<file path="config.mk">
export PLATFORM = sky130hd
export DESIGN_NAME = rgb_point_operation_unit
export DESIGN_NICKNAME = d
export VERILOG_FILES = /design/src/rtl/rpo_pkg.sv /design/src/rtl/rpo_cfg_regs.sv /design/src/rtl/rgb_point_operation_unit.sv
export SDC_FILE = /design/constraint.sdc
export NUM_CORES = 1
export LEC_CHECK = 0
export ABC_AREA = 1
export BUFFER_PORTS_ARGS = -buffer_cell sky130_fd_sc_hd__buf_2
export CAP_MARGIN = 20
export CORE_MARGIN = 4
export CORE_UTILIZATION = 65
export DETAILED_ROUTE_END_ITERATION = 8
export PLACE_DENSITY_LB_ADDON = 0.2
export SLEW_MARGIN = 20
export SYNTH_ARGS = -nofsm -noshare
export SYNTH_HDL_FRONTEND = slang
export SYNTH_HIERARCHICAL = 1
export SYNTH_SLANG_ARGS = --single-unit
</file>
<file path="constraint.sdc">
create_clock -name i_clk -period 6.8 [get_ports i_clk]
set_clock_uncertainty 0.2 [all_clocks]
set_input_delay 0 -clock i_clk [delete_from_list [all_inputs] [get_ports i_clk]]
set_output_delay 0 -clock i_clk [all_outputs]
set_load 0.02 [all_outputs]
</file>
<file path="src/rtl/rpo_pkg.sv">
// Shared types, register codes and constants for the RGB point operation unit.
`timescale 1ns / 1ps

package rpo_pkg;

    // Channel and fixed-point widths.
    localparam int CH_W      = 8;
    localparam int Q_SHIFT   = 6;
    localparam int NUM_CH    = 3;
    localparam int SUM_W     = 10;
    localparam int OPND_W    = CH_W + 1;
    localparam int PROD_W    = 2 * OPND_W;
    localparam int CTR_W     = PROD_W + 1;
    localparam int CFG_IDX_W = 3;
    localparam int CFG_DAT_W = 8;

    localparam logic [CH_W-1:0] CH_MAX = 8'd255;

    // Divide by three as a multiply by 683 / 2048, exact for sums below 2048.
    localparam logic [SUM_W-1:0] DIV3_MUL   = 10'd683;
    localparam int               DIV3_SHIFT = 11;

    // Register reset values.
    localparam logic [CH_W-1:0] RST_CHANNEL_GAIN   = 8'd96;
    localparam logic [CH_W-1:0] RST_CONTRAST_GAIN  = 8'd80;
    localparam logic [CH_W-1:0] RST_CONTRAST_PIVOT = 8'd128;
    localparam logic [CH_W-1:0] RST_MONO_THRESHOLD = 8'd128;

    // Operating modes.
    typedef enum logic [2:0] {
        MODE_PASS     = 3'd0,
        MODE_GREY     = 3'd1,
        MODE_MONO     = 3'd2,
        MODE_NEGATIVE = 3'd3,
        MODE_GAIN     = 3'd4,
        MODE_CONTRAST = 3'd5
    } t_mode;

    // Configuration register indexes.
    typedef enum logic [CFG_IDX_W-1:0] {
        REG_MODE           = 3'd0,
        REG_CHANNEL_SELECT = 3'd1,
        REG_CHANNEL_GAIN   = 3'd2,
        REG_CONTRAST_GAIN  = 3'd3,
        REG_CONTRAST_PIVOT = 3'd4,
        REG_MONO_THRESHOLD = 3'd5
    } t_reg_idx;

    // Configuration register file contents.
    typedef struct packed {
        logic [2:0]      mode;
        logic [1:0]      channel_select;
        logic [CH_W-1:0] channel_gain;
        logic [CH_W-1:0] contrast_gain;
        logic [CH_W-1:0] contrast_pivot;
        logic [CH_W-1:0] mono_threshold;
    } t_cfg;

    // Input word.
    typedef struct packed {
        logic [CH_W-1:0] blue_in;
        logic [CH_W-1:0] green_in;
        logic [CH_W-1:0] red_in;
        logic            end_of_image;
    } t_in_word;

    // Output word.
    typedef struct packed {
        logic [CH_W-1:0] blue_out;
        logic [CH_W-1:0] green_out;
        logic [CH_W-1:0] red_out;
        logic            end_of_image_out;
    } t_out_word;

endpackage

</file>
<file path="src/rtl/rpo_cfg_regs.sv">
// Configuration register file of the RGB point operation unit.
`timescale 1ns / 1ps

module rpo_cfg_regs
    import rpo_pkg::*;
(
    input  logic                 i_clk,
    input  logic                 i_rst_n,
    input  logic                 i_cfg_we,
    input  logic [CFG_IDX_W-1:0] i_cfg_idx,
    input  logic [CFG_DAT_W-1:0] i_cfg_data,
    output t_cfg                 o_cfg
);

    t_cfg r_cfg;
    t_cfg n_cfg;

    // Decode the write; indexes past the last register are ignored.
    always_comb begin
        n_cfg = r_cfg;
        if (i_cfg_we) begin
            case (t_reg_idx'(i_cfg_idx))
                REG_MODE:           n_cfg.mode           = i_cfg_data[2:0];
                REG_CHANNEL_SELECT: n_cfg.channel_select = i_cfg_data[1:0];
                REG_CHANNEL_GAIN:   n_cfg.channel_gain   = i_cfg_data[CH_W-1:0];
                REG_CONTRAST_GAIN:  n_cfg.contrast_gain  = i_cfg_data[CH_W-1:0];
                REG_CONTRAST_PIVOT: n_cfg.contrast_pivot = i_cfg_data[CH_W-1:0];
                REG_MONO_THRESHOLD: n_cfg.mono_threshold = i_cfg_data[CH_W-1:0];
                default:            n_cfg = r_cfg;
            endcase
        end
    end

    // Register file with reset values.
    always_ff @(posedge i_clk) begin
        if (!i_rst_n) begin
            r_cfg.mode           <= MODE_PASS;
            r_cfg.channel_select <= 2'd0;
            r_cfg.channel_gain   <= RST_CHANNEL_GAIN;
            r_cfg.contrast_gain  <= RST_CONTRAST_GAIN;
            r_cfg.contrast_pivot <= RST_CONTRAST_PIVOT;
            r_cfg.mono_threshold <= RST_MONO_THRESHOLD;
        end else begin
            r_cfg <= n_cfg;
        end
    end

    assign o_cfg = r_cfg;

endmodule

</file>
<file path="src/rtl/rgb_point_operation_unit.sv">
// Top level of the RGB point operation unit: a three-stage pixel pipeline.
`timescale 1ns / 1ps

// One BGR pixel word enters per clock and one processed word leaves per
// clock while the output side does not stall. The three register stages
// are: operand setup (channel sum, offset from the contrast pivot), the
// multipliers (divide-by-three reciprocal and one 9x9 signed multiply per
// channel), and clamping plus the mode select, which loads the output
// register. Each stage holds a valid bit and moves on whenever the stage
// after it is empty or moving, so a stall at the output backs up through
// the stages without losing or repeating a word, and bubbles are squeezed
// out. Configuration registers must be written only while the pipeline is
// empty.
module rgb_point_operation_unit
    import rpo_pkg::*;
(
    input  logic                 i_clk,
    input  logic                 i_rst_n,
    input  logic                 i_cfg_we,
    input  logic [CFG_IDX_W-1:0] i_cfg_idx,
    input  logic [CFG_DAT_W-1:0] i_cfg_data,
    input  logic                 i_valid,
    input  t_in_word             i_data,
    output logic                 o_stall,
    output logic                 o_valid,
    output t_out_word            o_data,
    input  logic                 i_stall
);

    t_cfg w_cfg;

    rpo_cfg_regs u_cfg_regs (
        .i_clk      (i_clk),
        .i_rst_n    (i_rst_n),
        .i_cfg_we   (i_cfg_we),
        .i_cfg_idx  (i_cfg_idx),
        .i_cfg_data (i_cfg_data),
        .o_cfg      (w_cfg)
    );

    t_mode w_mode;
    assign w_mode = t_mode'(w_cfg.mode);

    // Stage valid bits and the ready chain.
    logic r_vld1, r_vld2, r_vld3;
    logic w_rdy1, w_rdy2, w_rdy3;

    assign w_rdy3  = !r_vld3 || !i_stall;
    assign w_rdy2  = !r_vld2 || w_rdy3;
    assign w_rdy1  = !r_vld1 || w_rdy2;
    assign o_stall = !w_rdy1;

    always_ff @(posedge i_clk) begin
        if (!i_rst_n) begin
            r_vld1 <= 1'b0;
            r_vld2 <= 1'b0;
            r_vld3 <= 1'b0;
        end else begin
            if (w_rdy1) begin
                r_vld1 <= i_valid;
            end
            if (w_rdy2) begin
                r_vld2 <= r_vld1;
            end
            if (w_rdy3) begin
                r_vld3 <= r_vld2;
            end
        end
    end

    // Stage 1: channel sum and multiplier operands.
    logic [CH_W-1:0]          w_in_ch [NUM_CH];
    logic signed [OPND_W-1:0] w_opnd  [NUM_CH];
    logic [SUM_W-1:0]         w_sum;

    assign w_in_ch[0] = i_data.blue_in;
    assign w_in_ch[1] = i_data.green_in;
    assign w_in_ch[2] = i_data.red_in;

    assign w_sum = {2'b00, i_data.blue_in} + {2'b00, i_data.green_in}
                 + {2'b00, i_data.red_in};

    t_in_word                 r1_pix;
    logic [SUM_W-1:0]         r1_sum;
    logic signed [OPND_W-1:0] r1_opnd [NUM_CH];

    for (genvar c = 0; c < NUM_CH; c++) begin : g_opnd
        // Contrast scales the offset from the pivot; gain scales the level.
        assign w_opnd[c] = (w_mode == MODE_CONTRAST)
                         ? $signed({1'b0, w_in_ch[c]}) - $signed({1'b0, w_cfg.contrast_pivot})
                         : $signed({1'b0, w_in_ch[c]});
    end

    always_ff @(posedge i_clk) begin
        if (w_rdy1) begin
            r1_pix  <= i_data;
            r1_sum  <= w_sum;
            r1_opnd <= w_opnd;
        end
    end

    // Stage 2: average by reciprocal multiply and per-channel products.
    logic [2*SUM_W-1:0]       w_avg_prod;
    logic signed [OPND_W-1:0] w_factor;
    logic signed [PROD_W-1:0] w_prod [NUM_CH];

    assign w_avg_prod = {{SUM_W{1'b0}}, r1_sum} * {{SUM_W{1'b0}}, DIV3_MUL};
    assign w_factor   = (w_mode == MODE_CONTRAST)
                      ? $signed({1'b0, w_cfg.contrast_gain})
                      : $signed({1'b0, w_cfg.channel_gain});

    for (genvar c = 0; c < NUM_CH; c++) begin : g_mul
        assign w_prod[c] = PROD_W'(r1_opnd[c]) * PROD_W'(w_factor);
    end

    t_in_word                 r2_pix;
    logic [CH_W-1:0]          r2_avg;
    logic signed [PROD_W-1:0] r2_prod [NUM_CH];

    always_ff @(posedge i_clk) begin
        if (w_rdy2) begin
            r2_pix  <= r1_pix;
            r2_avg  <= w_avg_prod[DIV3_SHIFT+CH_W-1:DIV3_SHIFT];
            r2_prod <= w_prod;
        end
    end

    // Stage 3: clamp, select by mode, load the output register.
    logic [CH_W-1:0]         w_ch2   [NUM_CH];
    logic [CH_W-1:0]         w_gain  [NUM_CH];
    logic [CH_W-1:0]         w_ctr   [NUM_CH];
    logic [CH_W-1:0]         w_res   [NUM_CH];
    logic signed [CTR_W-1:0] w_t     [NUM_CH];
    logic [CH_W-1:0]         w_mono;

    assign w_ch2[0] = r2_pix.blue_in;
    assign w_ch2[1] = r2_pix.green_in;
    assign w_ch2[2] = r2_pix.red_in;

    assign w_mono = (r2_avg >= w_cfg.mono_threshold) ? CH_MAX : '0;

    for (genvar c = 0; c < NUM_CH; c++) begin : g_out
        // Gain product is never negative; saturate after the Q2.6 shift.
        assign w_gain[c] = (r2_prod[c][PROD_W-2:Q_SHIFT+CH_W] != '0)
                         ? CH_MAX : r2_prod[c][Q_SHIFT+CH_W-1:Q_SHIFT];

        // Contrast: add back the pivot in Q6, clamp to the channel range.
        assign w_t[c] = CTR_W'(r2_prod[c])
                      + $signed({{(CTR_W-CH_W-Q_SHIFT){1'b0}}, w_cfg.contrast_pivot,
                                 {Q_SHIFT{1'b0}}});
        assign w_ctr[c] = w_t[c][CTR_W-1] ? '0
                        : (w_t[c][CTR_W-2:Q_SHIFT+CH_W] != '0)
                          ? CH_MAX : w_t[c][Q_SHIFT+CH_W-1:Q_SHIFT];

        always_comb begin
            case (w_mode)
                MODE_GREY:     w_res[c] = r2_avg;
                MODE_MONO:     w_res[c] = w_mono;
                MODE_NEGATIVE: w_res[c] = CH_MAX - w_ch2[c];
                MODE_GAIN:     w_res[c] = (w_cfg.channel_select == 2'(c))
                                        ? w_gain[c] : w_ch2[c];
                MODE_CONTRAST: w_res[c] = w_ctr[c];
                default:       w_res[c] = w_ch2[c];
            endcase
        end
    end

    t_out_word r3_out;

    always_ff @(posedge i_clk) begin
        if (w_rdy3) begin
            r3_out.blue_out         <= w_res[0];
            r3_out.green_out        <= w_res[1];
            r3_out.red_out          <= w_res[2];
            r3_out.end_of_image_out <= r2_pix.end_of_image;
        end
    end

    assign o_valid = r_vld3;
    assign o_data  = r3_out;

endmodule

</file>
==> impl_metrics.csv, run 1 <==
group,metric,value,unit
outcome,outcome,"finished, final reports clean",
final_layout,final.fill_count,2441,
placement,post_dp_cell_area,22100,um^2
routing,first_iter_violations,1775,
grt,grt.overflow.total,0,
clock_tree,cts_buffers,17,
placement,gp_congestion,0.978,
critical_path,reg2reg_to,"r2_prod[34]",
routing,vias,17812,
logic_synthesis,ys_warn_count,6,
floorplanning,start_util,66.7,%
logic_synthesis,synth_area,21300,um^2
power_and_ir_drop,p_int,4.29,mW
clock_tree,clock_path_buffers,2,
final_layout,multi_input_area,13600,um^2
final_layout,diodes,0,
critical_path,path_class,"reg2reg",
logic_synthesis,synthesis.instances,2591,
power_and_ir_drop,p_sw,4.03,mW
power_and_ir_drop,ir_worst_vdd,0.709,mV
power_and_ir_drop,clkPwrFrac,13.0,%
sta,slew_headroom,27.6,%
sta,fmax,169,MHz
job,maxCapViolations,0,
final_layout,layout-drive-gt1-share,5.97,%
critical_path,worstPathRequired,6.83,ns
final_layout,nets,3189,
power_and_ir_drop,powerDensity,356,nW/um^2
critical_path,start_kind,"flip-flop",
final_layout,regArea,5490,um^2
power_and_ir_drop,finalPower,8.32,mW
logic_synthesis,ys_seq_area_share,25.8,%
routing,wl_per_cell,17.8,um
sta,setup_tns,0,ns
min_path,min_path_type,"in2reg",
routing,detail-route-antenna-nets,0,
sta,setup_viol,0,
floorplanning,floorplan.die_area,35700,um^2
power_and_ir_drop,sequentialPowerShare,22.7,%
logic_synthesis,yosys_register_bits,196,
power_and_ir_drop,pwr-share-comb,64.3,%
power_and_ir_drop,switching_share,48.4,%
logic_synthesis,async_flop_share,0,%
clock_tree,clk_pin_slew,0.09,ns
grt,grt_max_degree,72,
routing,dr.pass1.iters,6,
logic_synthesis,synth_nets,3062,
logic_synthesis,synthDistinctLibCells,49,
sta,hold_viol,0,
sta,fin_crit,5.93,ns
sta,worst_pin_slew,1.09,ns
clock_tree,post_cts_buffers,0,
min_path,whs_path_depth,2,
grt,grt_first_pass_wirelength,91500,um
power_and_ir_drop,power.leakage,11.6,nW
clock_tree,numClockSinks,196,
sta,slew_viol_final,0,
routing,drc_errors,0,
critical_path,rr_worst_depth,19,
sta,whs,0.0476,ns
placement,port_buffers,67,
clock_tree,cts_tree,"done",
placement,place_hpwl,44900,um
critical_path,path_max_fanout,53,
critical_path,worstSetupEndpoint,"r2_prod[34]",
critical_path,arrival,5.95,ns
routing,drt_wl_total,56500,um
logic_synthesis,synth_area_per_cell,8.21,um^2
floorplanning,ios,68,
clock_tree,root_buffer,"clkbuf_16",
critical_path,r2r_setup_slack,0.87,ns
critical_path,r2r-start,"u_cfg_regs/o_cfg[35]",
routing,vias_per_cell,5.63,
floorplanning,fp.coreArea,31900,um^2
floorplanning,fp.dieH,189,um
final_layout,area_growth,9.86,%
final_layout,final_cell_mix,"531 x inv_1, 517 x nand2_1, 304 x nor2_1",
floorplanning,rows,65,
sta,fin_crit_sh,87.1,%
logic_synthesis,synth_ff_type,"edfxtp_1",
critical_path,endpoint_kind,"flip-flop",
grt,antenna_found_initial,1,
floorplanning,fp.dieW,189,um
final_layout,post-route-cell-area,23400,um^2
clock_tree,clk-insertion-delay-late,0.47,ns
critical_path,critical_path.startpoint,"u_cfg_regs/o_cfg[35]",
grt,grt_pass1_vias,17725,
logic_synthesis,synth-edff-count,156,
final_layout,layout.cells.most_common,"inv_1",
grt,track_usage,32.3,%
sta,rsz0062_at_grt,"no",
clock_tree,cts_htree_levels,4,
-- cell type report --
cell class	instances	share of cell area [%]
Clock buffer	17	1.82
Timing Repair Buffer	143	4.52
Multi-Input combinational cell	1816	58.2
Sequential cell	196	23.5
Inverter	544	8.76
Clock inverter	15	0.910
Tap cell	435	2.33
-- power by group through the flow --
stage	clock, mW	sequential (mW)	combinational [mW]
floorplan	0	1.83	3.98
global placement	0	1.91	5.03
detailed placement	0	1.91	5.18
CTS	1.09	1.88	5.29
global route	1.15	1.90	6.07
finish	1.08	1.89	5.35
-- registers in the layout (all words and copies together) (netlist names), 8 cells and up --
register          flops
r2_avg                8
r1_pix               25
u_cfg_regs/o_cfg     37
r2_pix               25
r1_sum               10
r2_prod              36
r1_opnd              27
o_data               25
-- critical path, stage by stage, from the launching register on --
cell and delay, ns:
dfxtp_1 0.40, inv_2 0.09, nand3_4 0.07, buf_4 0.45
o21ai_1 0.18, buf_4 0.24, inv_2 0.32, nand2_1 0.16
fa_1 0.71, fa_1 0.50, fa_1 0.53, fa_1 0.56
inv_1 0.05, ha_1 0.34, a21oi_1 0.22, o21bai_1 0.08
a221oi_1 0.33, nand2_1 0.10, nand2_1 0.07, nand2_1 0.04
-- synth_stat cells (2+ instances only) --
library cell  instances  area share, %
or2_1                 2          0.059
nor2_2                5           0.15
a221oi_1              3           0.12
o311ai_0              3           0.12
o21bai_1             12           0.42
xor2_1               42            1.7
nand3b_1              4           0.14
nand4_1              19           0.56
nand2_1             518            9.1
nor2_4                8           0.42
nand3_1             162            3.8
ha_1                217             13
nand2_4               2           0.11
buf_4                 2          0.071
edfxtp_1            156             22
inv_1               533            9.4
o21ai_0              66            1.6
a22o_1                3           0.12
inv_2                 9           0.16
nor3_1               25           0.59
nand3_2               2          0.094
nand2_2               7           0.21
or2_2                 2          0.059
o21ai_2               3           0.12
mux2i_1               2          0.094
o21ai_1               3          0.071
o221ai_1             11           0.45
buf_2                10           0.24
a21oi_1              87            2.0
a21o_1                9           0.32
o211ai_1             33            1.2
xnor2_1              36            1.5
dfxtp_1              40            3.8
a31oi_1               2          0.059
clkbuf_1             18           0.32
fa_1                213             20
and2_1                3          0.088
nor2_1              304            5.4
buf_1                 5          0.088
-- per-layer routing --
| layer | global-route usage [%] | vias to the layer above | share of wire [%] |
|---|---|---|---|
| met3 | 6.88 | 171 | 9.5 |
| met4 | 11.5 | 2 | 3.8 |
| met1 | 43.7 | 8395 | 40 |
| met2 | 52.1 | 796 | 46 |
| met5 | 0 | - | 0.023 |
| li1 | - | 8448 | - |
-- cells by family (layout without fill, tap and decap cells) --
kind of cell / Yosys count / after routing / share of synthesized area [%]
xor gates and xnor gates: 78 / 78 / 3.21
and+or+nand+nor: 1066 / 1066 / 21.0
DFF: 196 / 196 / 25.8
adders and majority gates: 430 / 430 / 32.8
AOI/OAI and AO/OA: 240 / 240 / 6.78
buffers and inverters: 579 / 719 / 10.3
muxes: 2 / 2 / 0.0941
-- worst min path at each step --
| stage | start | end | slack, ns |
|---|---|---|---|
| 2_1_floorplan | i_data[0] | r1_pix[0] | -0.10 |
| 4_1_cts | i_data[0] | r1_pix[0] | 0.04 |
| 6_report | i_data[0] | r1_pix[0] | 0.05 |
| 5_1_grt | i_data[0] | r1_pix[0] | 0.05 |
| 3_5_place_dp | i_data[0] | r1_pix[0] | -0.02 |
| 3_3_place_gp | i_data[0] | r1_pix[0] | -0.01 |
-- metrics by stage --
stage               setup slack [ns]  utilization, %  instances
floorplan                       1.65               -       2591
global placement                1.08            69.4       3074
detailed placement             0.933            69.4       3074
CTS                            0.874            73.3       3166
global route                   0.459            73.3       3166
finish                         0.874            73.3       3166
-- what timing repair did --
item	CTS	global route
gates resized for setup	0	0
hold buffers	60	0
setup endpoints to repair	0	0
hold endpoints to repair	95	0
Note: power is estimated with default switching activity, not from simulation.
==> inputs of run 2 (changes only) <==
--- a/config.mk
+++ b/config.mk
@@ -9,7 +9,7 @@
 export BUFFER_PORTS_ARGS = -buffer_cell sky130_fd_sc_hd__buf_2
 export CAP_MARGIN = 20
 export CORE_MARGIN = 4
-export CORE_UTILIZATION = 65
+export CORE_UTILIZATION = 56
 export DETAILED_ROUTE_END_ITERATION = 8
 export PLACE_DENSITY_LB_ADDON = 0.2
 export SLEW_MARGIN = 20
==> run 2 against run 1 <==
Register-to-register slack improved by 0.03 ns. Critical path depth increased by 3. Setup slack improved by 0.032 ns. Combinational power decreased by 0.9%. Wire length increased by 0.76%. Utilization decreased by 11 points. Design area about the same. Critical path type unchanged. Clock power about the same. Total power decreased by 0.65%. Largest power group unchanged. Global-route usage decreased by 3.9 points. Sequential share of layout area about the same.
==> impl_metrics.csv, run 2 (synthesis results as in run 1) <==
group,metric,value,unit
grt,grt.overflow.total,0,
routing,first_iter_violations,1493,
critical_path,cpLargestDelayFamily,"adder cells",
sta,rsz0062_at_grt,"no",
critical_path,critPathBufInv,6,
final_layout,nets,3184,
final_layout,area_growth,9.96,%
critical_path,critPathMaxStageDelay,0.55,ns
critical_path,cp.depth,22,
routing,dr.pass1.iters,5,
floorplanning,start_util,56.6,%
clock_tree,cts_buffers,17,
routing,wl_per_cell,17.6,um
power_and_ir_drop,ir_worst_vdd,0.701,mV
clock_tree,cts_resized,0,
sta,fmax,170,MHz
floorplanning,floorplan.die_area,41200,um^2
critical_path,worstPathRequired,6.82,ns
final_layout,diodes,0,
clock_tree,clk_pin_slew,0.08,ns
job,maxCapViolations,0,
final_layout,largest_register_ffs,37,
grt,grt_pass1_vias,17648,
floorplanning,fp.dieW,203,um
critical_path,endpoint_kind,"flip-flop",
critical_path,path_max_fanout,14,
grt,antenna_found_initial,0,
sta,setup_viol,0,
floorplanning,fp.dieH,203,um
critical_path,rr_worst_depth,22,
critical_path,cp_cell_sequence,"nand3_4, inv_2, or2_2, o21ai_1, inv_1, nand2_1, fa_1, fa_1, inv_1, fa_1, inv_1, fa_1, inv_1, ha_1, nand2_1, nor2_1, inv_1, o21ai_0, o21bai_1, nand2_1, nand3_1, nand2_1",
routing,vias,17523,
clock_tree,numClockSinks,196,
sta,worst_pin_slew,0.965,ns
critical_path,crit_top_cell,"inv_1",
sta,fin_crit,5.89,ns
final_layout,layout-drive-gt1-share,5.87,%
min_path,whs_path_depth,2,
sta,fin_crit_sh,86.7,%
clock_tree,clk-insertion-delay-late,0.45,ns
min_path,min_path_type,"in2reg",
clock_tree,cts_htree_levels,4,
critical_path,arrival,5.91,ns
floorplanning,rows,71,
clock_tree,root_buffer,"clkbuf_16",
grt,grt_max_degree,63,
final_layout,layout.cells.most_common,"inv_1",
power_and_ir_drop,power.leakage,11.6,nW
final_layout,final_cell_mix,"531 x inv_1, 517 x nand2_1, 304 x nor2_1",
placement,place_inst,3148,
critical_path,path_class,"reg2reg",
placement,port_buffers,67,
critical_path,start_kind,"flip-flop",
clock_tree,clock_path_buffers,2,
sta,slew_viol_final,0,
grt,track_usage,28.4,%
sta,hold_viol,0,
clock_tree,cts_tree,"done",
routing,vias_per_cell,5.41,
final_layout,final_cells,3237,
outcome,outcome,"finished, final reports clean",
routing,drc_errors,0,
placement,gp_congestion,0.964,
critical_path,cp_slowest_cell,"inv_1",
sta,slew_headroom,35.2,%
grt,grt_first_pass_wirelength,92600,um
routing,detail-route-antenna-nets,0,
placement,place_hpwl,46000,um
clock_tree,post_cts_buffers,0,
sta,setup_tns,0,ns
routing,drt_wl_total,56900,um
power_and_ir_drop,powerDensity,354,nW/um^2
floorplanning,ios,68,
floorplanning,fp.coreArea,37600,um^2
## run 2: through the flow
step                      setup slack, ns  total power, mW  util, %  area [um^2]  hold WS (ns)
final                               0.906             8.27     62.2        23400        0.0802
after global routing                0.500             9.15     62.2        23400        0.0703
after CTS                           0.932             8.25     62.2        23400        0.0653
after detailed placement            0.964             7.08     59.1        22200      -0.00286
after global placement               1.10             6.93     59.1        22200       -0.0117
after floorplan                      1.65             5.81        -        21300        -0.101
## run 2: area by class of cell
type,count,area (um^2)
clock buffers,18,429
clock inverters,14,179
well taps,511,639
flip-flops and latches,196,5490
inverters,544,2050
repair buffers,138,1010
multi-input cells,1816,13600
fillers,3262,14200
## run 2: final timing paths
check                                           from           to  slack (ns)
worst min register to register            r1_pix[16]   r2_pix[16]        0.21
worst max-delay path            u_cfg_regs/o_cfg[34]  r2_prod[53]        0.91
worst min-delay path                       i_data[0]    r1_pix[0]        0.08
worst max register to register  u_cfg_regs/o_cfg[34]  r2_prod[53]        0.91
## run 2: routing by layer
| layer | wire length [um] | track usage (%) | share of wire (%) |
|---|---|---|---|
| met1 | 24100 | 38.5 | 42 |
| met2 | 26900 | 47.5 | 47 |
| met3 | 3710 | 3.58 | 6.5 |
| met4 | 2230 | 10.1 | 3.9 |
| met5 | 0 | 0 | 0 |
## run 2: repair_timing
action,CTS,global route
hold endpoints to repair,95,0
endpoints found under the setup margin,0,0
hold buffers,57,0
## run 2: worst register-to-register path: stages (launching register included)
cell and delay [ns]:
dfxtp_1 0.48, nand3_4 0.21, inv_2 0.26, or2_2 0.16
o21ai_1 0.22, inv_1 0.55, nand2_1 0.18, fa_1 0.49
fa_1 0.55, inv_1 0.06, fa_1 0.53, inv_1 0.05
fa_1 0.47, inv_1 0.04, ha_1 0.36, nand2_1 0.13
nor2_1 0.17, inv_1 0.05, o21ai_0 0.13, o21bai_1 0.16
nand2_1 0.10, nand3_1 0.08, nand2_1 0.06
## run 2: power breakdown
part | total (mW) | internal (mW) | leakage [nW] | switching [mW]
registers | 1.89 | 1.68 | 2.01 | 0.212
clock network | 1.07 | 0.534 | 0.296 | 0.534
logic | 5.30 | 2.11 | 9.28 | 3.20
total | 8.27 | 4.32 | 11.6 | 3.94
==> inputs of run 3 (changes only) <==
==> constraint.sdc (replaced) <==
create_clock -name i_clk -period 6.5 [get_ports i_clk]
set_clock_uncertainty 0.2 [all_clocks]
set_input_delay 0 -clock i_clk [delete_from_list [all_inputs] [get_ports i_clk]]
set_output_delay 0 -clock i_clk [all_outputs]
set_load 0.02 [all_outputs]
==> run 3 against run 2 <==
Wire length fell by 0.51%. Via count fell by 0.50%. Clock power rose by 5%. Critical path type unchanged. Final cell count barely moved. Largest cell class unchanged. Global-route usage fell by 0.34 points. Register-to-register slack got worse by 0.19 ns.
==> impl_metrics.csv, run 3 (synthesis results as in run 1) <==
group,metric,value,unit
critical_path,crit_top_cell,"inv_1",
job,maxCapViolations,0,
sta,setup_viol,0,
routing,vias_per_cell,5.38,
sta,setup_tns,0,ns
sta,fin_crit,5.79,ns
grt,grt.overflow.total,0,
sta,slew_headroom,37.7,%
clock_tree,cts_htree_levels,4,
final_layout,layout.cells.most_common,"inv_1",
final_layout,final_cell_mix,"531 x inv_1, 517 x nand2_1, 304 x nor2_1",
critical_path,endpoint_kind,"flip-flop",
critical_path,cp_slowest_cell,"fa_1",
final_layout,diodes,0,
sta,fin_crit_sh,89.0,%
min_path,whs_path_depth,2,
min_path,worstHoldStart,"i_data[0]",
final_layout,nets,3185,
critical_path,cp_cell_sequence,"nand3_4, inv_2, or2_2, o21ai_1, inv_1, buf_4, nand2_1, fa_1, inv_1, fa_1, fa_1, inv_1, fa_1, inv_1, ha_1, nand2_1, nor2_1, inv_1, o21ai_0, o21bai_1, nand2_1, nand3_1, nand2_1",
final_layout,layout-drive-gt1-share,5.90,%
floorplanning,rows,71,
critical_path,start_kind,"flip-flop",
sta,rsz0062_at_grt,"no",
critical_path,cpLargestDelayFamily,"adder cells",
floorplanning,fp.coreArea,37600,um^2
power_and_ir_drop,finalPower,8.59,mW
clock_tree,numClockSinks,196,
critical_path,arrival,5.78,ns
routing,vias,17435,
routing,drt_wl_total,56600,um
grt,track_usage,28.1,%
power_and_ir_drop,ir_worst_vdd,0.646,mV
placement,gp_congestion,0.924,
floorplanning,start_util,56.6,%
clock_tree,root_buffer,"clkbuf_16",
min_path,min_path_type,"in2reg",
critical_path,reg2reg_to,"r2_prod[53]",
grt,grt_pass1_vias,17451,
floorplanning,ios,68,
sta,worst_pin_slew,0.928,ns
final_layout,final.fill_count,3242,
clock_tree,cts_tree,"done",
routing,detail-route-antenna-nets,0,
clock_tree,cts_buffers,17,
routing,wl_per_cell,17.5,um
placement,port_buffers,67,
power_and_ir_drop,power.leakage,11.6,nW
sta,hold_viol,0,
sta,slew_viol_final,0,
grt,grt_first_pass_wirelength,91400,um
sta,fmax,173,MHz
final_layout,area_growth,10.0,%
floorplanning,floorplan.die_area,41200,um^2
critical_path,r2r_setup_slack,0.71,ns
grt,grt_max_degree,63,
grt,antenna_found_initial,1,
clock_tree,clock_path_buffers,2,
routing,drc_errors,0,
routing,dr.pass1.iters,9,
floorplanning,fp.dieH,203,um
clock_tree,clk_pin_slew,0.08,ns
critical_path,path_max_fanout,13,
critical_path,critPathBufInv,7,
critical_path,path_class,"reg2reg",
outcome,outcome,"finished, final reports clean",
routing,first_iter_violations,1547,
min_path,whs_endpoint,"r1_pix[0]",
critical_path,worstPathRequired,6.50,ns
floorplanning,fp.dieW,203,um
critical_path,r2r-start,"u_cfg_regs/o_cfg[34]",
critical_path,rr_worst_depth,23,
clock_tree,clk-insertion-delay-late,0.45,ns
final_layout,largest_register_ffs,37,
critical_path,critPathMaxStageDelay,0.56,ns
placement,place_hpwl,46000,um
power_and_ir_drop,powerDensity,367,nW/um^2
run 3: report_power, final:
| group | leakage (nW) | switching (mW) | internal [mW] |
|---|---|---|---|
| Sequential | 2.01 | 0.220 | 1.76 |
| Clock | 0.302 | 0.560 | 0.564 |
| Combinational | 9.28 | 3.30 | 2.18 |
run 3: final cells by class:
type / instances / area [um^2] / share of cell area (%)
timing repair buffer: 139 / 1020 / 4.35
tap: 511 / 639 / 2.73
sequential: 196 / 5490 / 23.4
multi-input combinational: 1816 / 13600 / 58.1
clock inverter: 12 / 141 / 0.604
clock buffer: 20 / 479 / 2.05
inverter: 544 / 2050 / 8.74
run 3: through the flow:
stage / util (%) / setup WS [ns] / std cells / instance area, um^2 / hold slack (ns)
4_1_cts: 62.3 / 0.698 / 3238 / 23400 / 0.0632
6_report: 62.3 / 0.713 / 3238 / 23400 / 0.0755
2_1_floorplan: - / 1.35 / 2591 / 21300 / -0.101
3_3_place_gp: 59.1 / 0.840 / 3149 / 22200 / -0.0104
3_5_place_dp: 59.1 / 0.722 / 3149 / 22200 / -0.00818
5_1_grt: 62.3 / 0.340 / 3238 / 23400 / 0.0823
run 3: worst max path at each step:
stage | from | end | slack, ns | cells past startpoint
floorplan | u_cfg_regs/o_cfg[35] | r2_prod[53] | 1.35 | 24
global placement | u_cfg_regs/o_cfg[35] | r2_prod[29] | 0.84 | 23
detailed placement | u_cfg_regs/o_cfg[34] | r2_prod[53] | 0.72 | 23
CTS | u_cfg_regs/o_cfg[35] | r2_prod[53] | 0.70 | 25
global route | u_cfg_regs/o_cfg[34] | r2_prod[17] | 0.34 | 24
finish | u_cfg_regs/o_cfg[34] | r2_prod[53] | 0.71 | 23
run 3: layer usage:
layer	global-route usage (%)	vias up	wire, um
li1	-	8434	-
met1	37.9	8226	23600
met2	47.3	650	26800
met3	3.91	125	4310
met4	9.14	0	1950
met5	0	-	0
run 3: what timing repair did:
action / 4_1_cts / 5_1_grt
buffers inserted: 0 / 0
hold endpoints to repair: 95 / 0
gates resized for setup: 0 / 0
hold buffers: 57 / 0
